==> config.mk <==
export PLATFORM = sky130hd
export DESIGN_NAME = entropy_pool_with_deskew
export DESIGN_NICKNAME = d
export VERILOG_FILES = /design/src/rtl/epool_pkg.sv /design/src/rtl/entropy_pool_with_deskew.sv /design/src/rtl/epool_ram.sv
export SDC_FILE = /design/constraint.sdc
export NUM_CORES = 1
export LEC_CHECK = 0
export ABC_CLOCK_PERIOD_IN_PS = 7700
export BUFFER_PORTS_ARGS = -buffer_cell sky130_fd_sc_hd__buf_4
export CORE_MARGIN = 8
export CORE_UTILIZATION = 55
export CTS_CLUSTER_DIAMETER = 200
export CTS_CLUSTER_SIZE = 28
export DETAILED_ROUTE_END_ITERATION = 8
export PLACE_DENSITY = 0.71
export SLEW_MARGIN = 20
export SYNTH_ARGS = -nofsm -noshare
export SYNTH_HDL_FRONTEND = slang
export SYNTH_SLANG_ARGS = --single-unit
==> constraint.sdc <==
create_clock -name clk -period 7.7 [get_ports clk]
set_input_delay 1.54 -clock clk [delete_from_list [all_inputs] [get_ports clk]]
set_output_delay 1.54 -clock clk [all_outputs]
set_load 0.01 [all_outputs]
==> src/rtl/epool_pkg.sv <==
`default_nettype none
// ----------------------------------------------------------------------------
// epool_pkg
// Shared constants, codes and helper functions for the entropy pool.
// ----------------------------------------------------------------------------
package epool_pkg;

  localparam int POOL_DEPTH     = 48;
  localparam int TICKS_PER_BYTE = 13;
  localparam int PTR_W          = $clog2(POOL_DEPTH);
  localparam int TICK_W         = 4;
  localparam int LEVEL_W        = 6;

  // operation codes
  localparam logic [1:0] OP_TICK      = 2'd0;
  localparam logic [1:0] OP_READ_BYTE = 2'd1;
  localparam logic [1:0] OP_READ_BIT  = 2'd2;
  localparam logic [1:0] OP_DESKEW    = 2'd3;

  // status codes
  localparam logic [1:0] ST_NONE  = 2'd0;
  localparam logic [1:0] ST_DATA  = 2'd1;
  localparam logic [1:0] ST_EMPTY = 2'd2;

  typedef logic [PTR_W-1:0] ptr_t;

  function automatic logic [7:0] bitrev8(input logic [7:0] x);
    logic [7:0] r;
    for (int i = 0; i < 8; i++) begin
      r[i] = x[7-i];
    end
    return r;
  endfunction

  function automatic ptr_t ptr_inc(input ptr_t p);
    ptr_t r;
    if (p == PTR_W'(POOL_DEPTH - 1)) begin
      r = '0;
    end else begin
      r = p + PTR_W'(1);
    end
    return r;
  endfunction

  // (a + b) mod POOL_DEPTH, both operands below POOL_DEPTH
  function automatic ptr_t ptr_add(input ptr_t a, input ptr_t b);
    logic [PTR_W:0] s;
    s = {1'b0, a} + {1'b0, b};
    if (s >= (PTR_W+1)'(POOL_DEPTH)) begin
      s = s - (PTR_W+1)'(POOL_DEPTH);
    end
    return s[PTR_W-1:0];
  endfunction

  // occupancy of the ring from write and read pointers
  function automatic logic [LEVEL_W-1:0] ring_level(input ptr_t wp, input ptr_t rp);
    logic [PTR_W:0] d;
    d = {1'b0, wp} - {1'b0, rp};
    if (wp < rp) begin
      d = d + (PTR_W+1)'(POOL_DEPTH);
    end
    return LEVEL_W'(d);
  endfunction

endpackage
`default_nettype wire

==> src/rtl/entropy_pool_with_deskew.sv <==
`default_nettype none
// ----------------------------------------------------------------------------
// entropy_pool_with_deskew
// Entropy harvester: tick mixer, 48-byte ring pool, bit reader and
// von Neumann deskew stage, one command transaction per cycle while busy is low.
// ----------------------------------------------------------------------------
//
//  Channel   Handshake          Payload
//  -------   ----------------   -------------------------------------------
//  command   start / busy       opcode, timer_sample, adc_first, adc_second
//  result    done (strobe)      status, data, level
//  config    cfg_we             cfg_wdata (enable)
//
// A command transaction is taken on a rising edge with start high and busy
// low. Its result is launched at the next edge and held for exactly one
// cycle, marked by done; every command gives exactly one result.
// A new command can follow on every cycle while busy is low: the command is
// registered, worked combinationally against the pool state, and the result
// is registered.
// busy is high through reset and drops at the first edge that sees rst low.
// The result side has no stall; the receiver must take each result.
// Synchronous active-high reset clears all control state; pool entries that
// were never written read as zero through per-entry valid bits.
// ----------------------------------------------------------------------------
module entropy_pool_with_deskew
  import epool_pkg::*;
(
  input  wire logic               clk,
  input  wire logic               rst,
  input  wire logic               cfg_we,
  input  wire logic               cfg_wdata,
  input  wire logic               start,
  output      logic               busy,
  input  wire logic [1:0]         opcode,
  input  wire logic [7:0]         timer_sample,
  input  wire logic [7:0]         adc_first,
  input  wire logic [7:0]         adc_second,
  output      logic               done,
  output      logic [1:0]         status,
  output      logic [7:0]         data,
  output      logic [LEVEL_W-1:0] level
);

  // --------------------------------------------------------------------------
  // Command register
  // --------------------------------------------------------------------------
  logic       item_valid;
  logic [1:0] item_op;
  logic [7:0] item_timer;
  logic [7:0] item_adc_a;
  logic [7:0] item_adc_b;

  always_ff @(posedge clk) begin
    if (rst) begin
      busy       <= 1'b1;
      item_valid <= 1'b0;
    end else begin
      busy       <= 1'b0;
      item_valid <= start && !busy;
    end
    item_op    <= opcode;
    item_timer <= timer_sample;
    item_adc_a <= adc_first;
    item_adc_b <= adc_second;
  end

  // --------------------------------------------------------------------------
  // Block state
  // --------------------------------------------------------------------------
  logic              enable;
  logic [7:0]        mixer, mixer_next;
  logic [TICK_W-1:0] tick_count, tick_count_next;
  ptr_t              read_pointer, read_pointer_next;
  ptr_t              write_pointer, write_pointer_next;
  ptr_t              fold_offset, fold_offset_next;
  logic [7:0]        bit_source, bit_source_next;
  logic [3:0]        bit_position, bit_position_next;
  logic [7:0]        deskew_byte, deskew_byte_next;
  logic [2:0]        deskew_count, deskew_count_next;
  logic [POOL_DEPTH-1:0] valid;

  // pool write port
  logic       pool_we;
  ptr_t       pool_waddr;
  logic [7:0] pool_wdata;

  // result of the command in flight
  logic [1:0] res_status;
  logic [7:0] res_data;

  // --------------------------------------------------------------------------
  // Pool memory. Read addresses are the pointers of the next state, so the
  // registered read data lines up with the next command. A write to the
  // address being fetched is caught by the bypass registers.
  // --------------------------------------------------------------------------
  ptr_t       pop_raddr, fold_raddr;
  logic [7:0] pop_dout, fold_dout;
  logic       pop_hit, fold_hit;
  logic [7:0] pop_byp, fold_byp;
  logic [7:0] pop_rd, fold_rd;
  ptr_t       fold_addr;

  epool_ram #(
    .WIDTH (8),
    .DEPTH (POOL_DEPTH)
  ) u_pool (
    .clk     (clk),
    .we      (pool_we),
    .waddr   (pool_waddr),
    .wdata   (pool_wdata),
    .raddr_a (pop_raddr),
    .rdata_a (pop_dout),
    .raddr_b (fold_raddr),
    .rdata_b (fold_dout)
  );

  assign pop_raddr  = rst ? '0 : read_pointer_next;
  assign fold_raddr = rst ? '0 : ptr_add(write_pointer_next, fold_offset_next);

  always_ff @(posedge clk) begin
    if (rst) begin
      pop_hit  <= 1'b0;
      fold_hit <= 1'b0;
    end else begin
      pop_hit  <= pool_we && (pool_waddr == pop_raddr);
      fold_hit <= pool_we && (pool_waddr == fold_raddr);
    end
    pop_byp  <= pool_wdata;
    fold_byp <= pool_wdata;
  end

  assign fold_addr = ptr_add(write_pointer, fold_offset);
  assign pop_rd    = pop_hit ? pop_byp : pop_dout;
  // slot never written yet reads as zero through its valid bit
  assign fold_rd   = !valid[fold_addr] ? 8'h00 : (fold_hit ? fold_byp : fold_dout);

  // --------------------------------------------------------------------------
  // Ring status
  // --------------------------------------------------------------------------
  logic empty, full;
  assign empty = (write_pointer == read_pointer);
  assign full  = (read_pointer == ptr_inc(write_pointer));

  // --------------------------------------------------------------------------
  // Command execution
  // --------------------------------------------------------------------------
  always_comb begin
    logic [7:0] mix_new;
    logic [7:0] byte_new;
    logic       bit_a;
    logic       bit_b;

    mixer_next         = mixer;
    tick_count_next    = tick_count;
    read_pointer_next  = read_pointer;
    write_pointer_next = write_pointer;
    fold_offset_next   = fold_offset;
    bit_source_next    = bit_source;
    bit_position_next  = bit_position;
    deskew_byte_next   = deskew_byte;
    deskew_count_next  = deskew_count;
    pool_we            = 1'b0;
    pool_waddr         = write_pointer;
    pool_wdata         = mixer;
    res_status         = ST_NONE;
    res_data           = 8'h00;
    mix_new  = {mixer[6:0], mixer[7]} ^ item_timer ^ bitrev8(item_adc_a ^ item_adc_b);
    byte_new = 8'h00;
    bit_a    = 1'b0;
    bit_b    = 1'b0;

    if (item_valid && !rst) begin
      case (item_op)
        OP_TICK: begin
          if (enable) begin
            mixer_next = mix_new;
            if (tick_count == TICK_W'(TICKS_PER_BYTE - 1)) begin
              tick_count_next = '0;
              pool_we         = 1'b1;
              if (full) begin
                // ring full: fold into a rotating slot
                pool_waddr       = fold_addr;
                pool_wdata       = fold_rd ^ mix_new;
                fold_offset_next = ptr_inc(fold_offset);
              end else begin
                pool_waddr         = write_pointer;
                pool_wdata         = mix_new;
                write_pointer_next = ptr_inc(write_pointer);
              end
            end else begin
              tick_count_next = tick_count + TICK_W'(1);
            end
          end
        end
        OP_READ_BYTE: begin
          if (empty) begin
            res_status = ST_EMPTY;
          end else begin
            res_status        = ST_DATA;
            res_data          = pop_rd;
            read_pointer_next = ptr_inc(read_pointer);
          end
        end
        OP_READ_BIT: begin
          if (bit_position[3]) begin
            if (empty) begin
              res_status = ST_EMPTY;
            end else begin
              res_status        = ST_DATA;
              res_data          = {7'b0, pop_rd[0]};
              bit_source_next   = pop_rd;
              bit_position_next = 4'd1;
              read_pointer_next = ptr_inc(read_pointer);
            end
          end else begin
            res_status        = ST_DATA;
            res_data          = {7'b0, bit_source[bit_position[2:0]]};
            bit_position_next = bit_position + 4'd1;
          end
        end
        OP_DESKEW: begin
          if (bit_position >= 4'd7 && empty) begin
            res_status = ST_EMPTY;
          end else begin
            if (bit_position[3]) begin
              bit_a             = pop_rd[0];
              bit_b             = pop_rd[1];
              bit_source_next   = pop_rd;
              bit_position_next = 4'd2;
              read_pointer_next = ptr_inc(read_pointer);
            end else if (bit_position == 4'd7) begin
              // last bit of the old byte, first bit of a fresh one
              bit_a             = bit_source[7];
              bit_b             = pop_rd[0];
              bit_source_next   = pop_rd;
              bit_position_next = 4'd1;
              read_pointer_next = ptr_inc(read_pointer);
            end else begin
              bit_a             = bit_source[bit_position[2:0]];
              bit_b             = bit_source[bit_position[2:0] + 3'd1];
              bit_position_next = bit_position + 4'd2;
            end
            if (bit_a != bit_b) begin
              byte_new = deskew_byte | (8'(bit_a) << deskew_count);
              if (deskew_count == 3'd7) begin
                res_status        = ST_DATA;
                res_data          = byte_new;
                deskew_byte_next  = 8'h00;
                deskew_count_next = 3'd0;
              end else begin
                deskew_byte_next  = byte_new;
                deskew_count_next = deskew_count + 3'd1;
              end
            end
          end
        end
        default: begin
          res_status = ST_NONE;
        end
      endcase
    end
  end

  // --------------------------------------------------------------------------
  // State and result registers
  // --------------------------------------------------------------------------
  always_ff @(posedge clk) begin
    if (rst) begin
      enable        <= 1'b0;
      mixer         <= 8'h00;
      tick_count    <= '0;
      read_pointer  <= '0;
      write_pointer <= '0;
      fold_offset   <= '0;
      bit_source    <= 8'h00;
      bit_position  <= 4'd8;
      deskew_byte   <= 8'h00;
      deskew_count  <= 3'd0;
      valid         <= '0;
      done          <= 1'b0;
    end else begin
      if (cfg_we) begin
        enable <= cfg_wdata;
      end
      mixer         <= mixer_next;
      tick_count    <= tick_count_next;
      read_pointer  <= read_pointer_next;
      write_pointer <= write_pointer_next;
      fold_offset   <= fold_offset_next;
      bit_source    <= bit_source_next;
      bit_position  <= bit_position_next;
      deskew_byte   <= deskew_byte_next;
      deskew_count  <= deskew_count_next;
      if (pool_we) begin
        valid[pool_waddr] <= 1'b1;
      end
      done <= item_valid;
    end
    status <= res_status;
    data   <= res_data;
    level  <= ring_level(write_pointer_next, read_pointer_next);
  end

  // --------------------------------------------------------------------------
  // Assertions
  // --------------------------------------------------------------------------
  // every accepted transaction yields its result strobe
  assert property (@(posedge clk) disable iff (rst)
    (start && !busy) |-> ##2 done)
    else $error("result strobe missing for accepted transaction");

  // data is zero unless the result carries data
  assert property (@(posedge clk) disable iff (rst)
    (done && status != ST_DATA) |-> (data == 8'h00))
    else $error("data nonzero without valid status");

  // reported level stays within the ring capacity
  assert property (@(posedge clk) disable iff (rst)
    done |-> (level < LEVEL_W'(POOL_DEPTH)))
    else $error("level out of range");

  // a ring that was empty and saw a byte read reports empty
  assert property (@(posedge clk) disable iff (rst)
    (item_valid && empty && item_op == OP_READ_BYTE) |=> (status == ST_EMPTY))
    else $error("byte read on empty pool not reported as empty");

  // bit position never runs past the refill mark
  assert property (@(posedge clk) disable iff (rst)
    bit_position <= 4'd8)
    else $error("bit position out of range");

endmodule
`default_nettype wire

==> src/rtl/epool_ram.sv <==
`default_nettype none
// ----------------------------------------------------------------------------
// epool_ram
// Generic RAM: one write port, two read ports, registered read data.
// ----------------------------------------------------------------------------
module epool_ram #(
  parameter int WIDTH = 8,
  parameter int DEPTH = 48
) (
  input  wire logic                     clk,
  input  wire logic                     we,
  input  wire logic [$clog2(DEPTH)-1:0] waddr,
  input  wire logic [WIDTH-1:0]         wdata,
  input  wire logic [$clog2(DEPTH)-1:0] raddr_a,
  output      logic [WIDTH-1:0]         rdata_a,
  input  wire logic [$clog2(DEPTH)-1:0] raddr_b,
  output      logic [WIDTH-1:0]         rdata_b
);

  logic [WIDTH-1:0] mem [DEPTH];

  always_ff @(posedge clk) begin
    if (we) begin
      mem[waddr] <= wdata;
    end
    rdata_a <= mem[raddr_a];
    rdata_b <= mem[raddr_b];
  end

endmodule
`default_nettype wire

# [Word level (Yosys, flattened, before mapping)]
# Memory sizes are Yosys's and may differ from the RTL's. A register that Yosys moved wholly into a read port is not among the register bits.
# Index checks and enable logic that the tools add are counted.
[word_totals] memories=1 ff_bits=157 mem_bits_rw=384 romBits=0 latchBits=0 word_cells=182 in_bits=31 out_inout_bits=18
[mem_list] name="u_pool.mem" depth=48 word_bits=8 read_ports=2 rd_ports_with_merged_regs=2 write_ports=1 line="epool_ram.sv:20" text="logic [WIDTH-1:0] mem [DEPTH];"
[classes] n_reduce_logical=15 n_mul=0 bitwise_logic=7 eq_ne=19 div_mod_pow=0 order_cmp=9 add_sub_neg=14 muxes=91 shifts=1
[ops] cell="6-bit two-way mux" n=29
[ops] cell="8-bit two-way mux" n=19
[ops] cell="48-bit bitwise OR" n=1
[ops] cell="8-bit XOR" n=4
[ops] cell="6-bit == test" n=4
[ops] cell="1-bit two-way mux" n=24
[ops] cell="4-bit two-way mux" n=6
[ops] cell="8-bit case mux with 3 select lines" n=1
[ops] cell="6-bit by 1-bit adder with 6-bit output (second input constant)" n=3
[ops] cell="6-bit == test (second input constant)" n=3
[ops] cell="6-bit case mux with 3 select lines" n=1
[ops] cell="8-bit case mux with 2 select lines" n=1
[ops] cell="6-bit by 6-bit adder with 7-bit output" n=2
[ops] cell="7-bit by 6-bit >= comparator with 1-bit output (second input constant)" n=2
[ops] cell="6-bit by 7-bit less-than comparator with 1-bit output (second input constant)" n=2
[ops] cell="6-bit subtractor (second input constant)" n=2
[ops] cell="4-bit by 1-bit adder with 4-bit output (second input constant)" n=2
[ops] cell="3-bit by 4-bit less-than comparator with 1-bit output (second input constant)" n=2
[ops] cell="8-bit bitwise OR" n=1
[ops] cell="4-bit case mux with 2 select lines" n=1
[ops] cell="4-bit AND reduction" n=2
[ops] cell="1-bit by 3-bit << shifter with 8-bit output" n=1
[ops] cell="3-bit by 1-bit adder with 3-bit output (second input constant)" n=2
[ops] cell="6-bit adder (second input constant)" n=1
[ops] cell="other kinds (26)" n=40

# [Depth between registers and ports, before layout]
[logic_depth] word_depth=14 ltp_mapped=30 mapped_depth_nobuf=26

# [Modules after synthesis]
# Synthesis repeated with hierarchy kept, for this count alone.
[unflattened] cells_unflattened=2002 area_unflattened_um2=26869.5
[by_module_without_submodules] module="epool_ram" instances=1 cells_per_inst=1124 area_per_inst_um2=18810.5
[by_module_without_submodules] module="entropy_pool_with_deskew" instances=1 cells_per_inst=878 area_per_inst_um2=8059.0

# [Worst setup path after synthesis]
# Ideal clock, no wire load.
[synth_path] path_type="input to register" startpoint="input port rst" endpoint="register u_pool.rdata_b[5], read port of u_pool.mem" arrival_time_ps=6541 setup_slack_ps=1039 setup_ps=120 path_stages=25 required_ps=7580 cell_sequence="buf_2 > nand2b_2 > inv_2 > and3_1 > buf_2 > nand4_2 > nor3_2 > buf_4 > mux2i_1 > inv_1 > ha_1 > a21o_1 > a21o_1 > a2111o_1 > o311ai_1 > ha_1 > nand2_1 > nor4_1 > or4_1 > clkbuf_1 > a2bb2oi_4 > buf_2 > mux2i_1 > mux2i_1 > a211o_1"
[synth_between] elab_chain_cells=7
[synth_rtl] item="from (decl)" line="entropy_pool_with_deskew.sv:29" text="input wire logic rst,"
[synth_rtl] item="1-bit logical NOT (*)" line="entropy_pool_with_deskew.sv:172" text="if (item_valid && !rst) begin"
[synth_rtl] item="1-bit logical AND (*)" line="entropy_pool_with_deskew.sv:172"
[synth_rtl] item="6-bit two-way mux (*)" line="entropy_pool_with_deskew.sv:172"
[synth_rtl] item="via fold_offset_next[1]" line="entropy_pool_with_deskew.sv:75" text="ptr_t fold_offset, fold_offset_next;"
[synth_rtl] item="6-bit by 6-bit adder with 7-bit output (*)" line="epool_pkg.sv:48" text="s = {1'b0, a} + {1'b0, b};"
[synth_rtl] item="6-bit subtractor / 7-bit by 6-bit >= comparator with 1-bit output (equally long branches)" line="epool_pkg.sv:50, epool_pkg.sv:49"
[synth_rtl] item="6-bit two-way mux (*)" line="epool_pkg.sv:49" text="if (s >= (PTR_W+1)'(POOL_DEPTH)) begin"
[synth_rtl] item="6-bit two-way mux (*)" line="entropy_pool_with_deskew.sv:118" text="assign fold_raddr = rst ? '0 : ptr_add(write_pointer_next, fold_offset_next);"
[synth_rtl] item="to (decl)" line="epool_ram.sv:17" text="output logic [WIDTH-1:0] rdata_b"
# Mark *: on every way through the listed nets, which the timed path passes. The rest lies on a longest branch.
# A chain may end at the register's enable or synchronous reset.

# [Final worst setup path]
[layout_path] startpoint="register write_pointer[1]" endpoint="register u_pool.rdata_b[6], read port of u_pool.mem"
[layout_between] elab_chain_cells=12
[layout_rtl] item="from (decl)" line="entropy_pool_with_deskew.sv:74" text="ptr_t write_pointer, write_pointer_next;"
[layout_rtl] item="from (signal assigned)" line="entropy_pool_with_deskew.sv:288" text="write_pointer <= write_pointer_next;"
[layout_rtl] item="6-bit by 1-bit adder with 6-bit output / 6-bit == test (equally long branches)" line="epool_pkg.sv:40, epool_pkg.sv:37"
[layout_rtl] item="6-bit two-way mux (*)" line="epool_pkg.sv:37" text="if (p == PTR_W'(POOL_DEPTH - 1)) begin"
[layout_rtl] item="6-bit == test" line="entropy_pool_with_deskew.sv:142" text="assign full = (read_pointer == ptr_inc(write_pointer));"
[layout_rtl] item="6-bit two-way mux (*)" line="entropy_pool_with_deskew.sv:180" text="if (full) begin"
[layout_rtl] item="6-bit two-way mux (*)" line="entropy_pool_with_deskew.sv:177" text="if (tick_count == TICK_W'(TICKS_PER_BYTE - 1)) begin"
[layout_rtl] item="6-bit two-way mux (*)" line="entropy_pool_with_deskew.sv:175" text="if (enable) begin"
[layout_rtl] item="6-bit two-way mux (*)" line="entropy_pool_with_deskew.sv:173" text="case (item_op)"
[layout_rtl] item="6-bit two-way mux (*)" line="entropy_pool_with_deskew.sv:172"
[layout_rtl] item="via write_pointer_next[0]" line="entropy_pool_with_deskew.sv:74"
[layout_rtl] item="6-bit by 6-bit adder with 7-bit output (*)" line="epool_pkg.sv:48"
[layout_rtl] item="6-bit subtractor / 7-bit by 6-bit >= comparator with 1-bit output (equally long branches)" line="epool_pkg.sv:50, epool_pkg.sv:49"
[layout_rtl] item="6-bit two-way mux (*)" line="epool_pkg.sv:49"
[layout_rtl] item="6-bit two-way mux (*)" line="entropy_pool_with_deskew.sv:118"
# Marks and branches as above.

==> metrics <==
run status=complete, no violations; hold_sp=busy; Async SR Flop Fraction=0%; Total GRT Usage=30.8%; clk buf depth=3; critical path arrival=7.66 ns; Pre-antenna DRT Iters=8; Syn Inst Count=about 2.6k; Layout Nets=approximately 2.6k; detailed-route wire length per cell=29.2 um; CTS tree=yes; Final Hold Fails=0; CTS hold repair buffers=0; multi-input logic area=0.0122 sq mm; 1st-iter DRT viols=around 3.3k; die extent in y=between 200 and 250 um; Horiz. Die Dim=242 um; Netlist cell types=95; Final Util=just under 60%; worst r2r src=write_pointer[1]; Setup TNS Final=0 ns; Seq cells post-synth=557; routed vias=about 22k; fill count=4197; Period Utilization, post-route=slightly above 90%; Layout Area Growth over Synthesis=5.80%; Num CTS Buffers=23; Leak=10.1 nW; first-pass GRT wire length=139000 um; H-tree levels=1; Rel. slew slack=22.3%; final worst setup slack=just over 0.6 ns; RSZ-0062 raised after global routing=no; clock sinks=557; number of global-route vias before repair=21.1k; die area=roughly 0.06 sq mm; Clock Latency Late Sink=0.62 ns; CP Capture Type=register; final setup vio count=0; Slew @ Worst Pin=1.16 ns; largest net degree at the start of global routing=89; Synth Warn #=0; row count=82; max-slew violations=0; post-CTS resize count=0; mapped cell area=0.0281 sq mm; worst min path class=register to register; proportion of layout cells with a drive suffix above 1=about a tenth; Reg area=0.0150 sq mm; Synth area leaders=edfxtp_1 41%, dfxtp_1 12%, mux2i_1 7.0%; dpl ws=0.319 ns; prevailing post-synth register cell=edfxtp_1; GPL Wtd Cong=between 0.9 and 1; pwr dens=168 mW/mm^2; Fmax=141 MHz; clk root buf=clkbuf_16; Initial Util=55.8%; Critical path origin=write_pointer[1]; mean post-synth cell area=10.9 sq um; core area=between 0.05 and 0.06 sq mm; share of the synthesized area in the top cell type=41.1%; initial antenna violation count=2; Crit Path Class=register to register; detailed-placement wirelength estimate=62500 um; IO Port Bufs=48; Period minus WS final=7.09 ns; syn_nets=2647; worst-path fanout max=13; Final ANT Viol Nets=0; Max IR drop VDD=between 0.00015 and 0.0002 V; vias per std cell=6.84; hold slack=approximately 0.43 ns; total grt overflow=0; register area share after synthesis=53.4%; Post-synth top cells=445 x nand2_1, 384 x edfxtp_1, 197 x mux2i_1; worst clock skew=0.0441 ns; DRC Markers=0; Clock transition at path regs=0.12 ns; MaxCap Viol Count=0; FF-to-FF setup slack=between 0.6 and 0.7 ns; Post-CTS Setup Repair Bufs=0; ant diodes=0; area leader, netlist=edfxtp_1; aggregate routed wire length=94100 um; startpoint types=register; io pins=just under 50; Post-synth EDFFs=384; count leader, synth=nand2_1; CP Data Required Time=8.27 ns
## power by group
group	switching [mW]	internal, mW
clock network	0.943	0.581
logic	0.177	0.0934
registers	0.0107	3.17
## area by class of cell
class	count	area share (%)
clock inverter	2	0.0843
sequential	557	50.5
tap	672	2.83
clock buffer	40	2.15
timing repair buffer	105	2.78
inverter	42	0.556
multi-input combinational	1807	41.1
## metrics by stage
stage                     power (mW)  area (sq um)  cells
after CTS                       4.98         29600   3224
after floorplan                 3.42         28100   2584
after detailed placement        3.51         29000   3182
final                           4.98         29700   3225
after global placement          3.51         29000   3182
after global routing            5.10         29700   3225
## registers in the layout (all words and copies together) (netlist names), 3 cells and up
name and flops:
u_pool.mem 384, valid 48, bit_source 8, data 8, deskew_byte 8, fold_byp 8
item_adc_a 8, item_adc_b 8, item_timer 8, mixer 8, u_pool.rdata_a 8, u_pool.rdata_b 8
fold_offset 6, level 6, read_pointer 6, write_pointer 6, bit_position 4, tick_count 4
deskew_count 3
## critical path: stages (launching register included)
cell and delay (ns):
dfxtp_1 0.74, ha_1 0.40, nand3_1 0.22, nor3_1 0.45, o21ai_0 0.17, o2111ai_1 0.18, or2_2 0.32, nand2_1 0.19
nor3_1 0.22, a21oi_1 0.10, inv_1 0.10, ha_2 0.17, inv_1 0.05, fa_1 0.40, nor2b_1 0.14, o21a_1 0.14
o21a_1 0.13, or2_2 0.16, inv_1 0.09, ha_1 0.22, nand2_1 0.06, nor4_1 0.08, or4_1 0.65, o21ai_2 0.60
mux2i_1 0.16, a2111oi_0 0.78, a211o_1 0.17
## worst paths after layout
path | to | depth (start not counted)
setup / recovery | u_pool.rdata_b[6] | 26
hold / removal | item_valid | 1
setup reg to reg | u_pool.rdata_b[6] | 26
hold reg to reg | item_valid | 1
## metal layers
layer	vias up	routed length [um]	global-route usage [%]
li1	9541	-	-
met1	10630	34700	39.3
met2	1566	42400	48.5
met3	304	11200	7.35
met4	2	5870	16.2
met5	-	10	0
## layout by cell type, fill, tap and decap left out, types with 18 or more instances in the layout
cell type,n
mux2i_1,197
a311oi_1,30
a21oi_1,123
o22ai_1,52
o21a_1,36
clkbuf_16,23
o21ai_0,57
a21o_1,19
and2_1,21
xnor2_1,40
nand2_1,443
a221o_1,18
a211oi_1,38
buf_4,102
inv_1,36
ha_1,28
edfxtp_1,384
a31oi_1,69
mux2_2,33
and3_1,48
mux4_2,35
dfxtp_1,173
nand3_1,112
nor3_1,19
nor2_1,125
## logic make-up after synthesis
| logic type | Yosys count | synth area share [%] |
|---|---|---|
| buf+inv | 220 | 3.61 |
| flops | 557 | 53.4 |
| fa+ha+maj | 32 | 1.51 |
| simple gates | 877 | 14.0 |
| mux | 266 | 11.2 |
| xor+xnor | 60 | 2.01 |
| compound gates | 572 | 14.2 |
(Power assumes the default switching activity.)
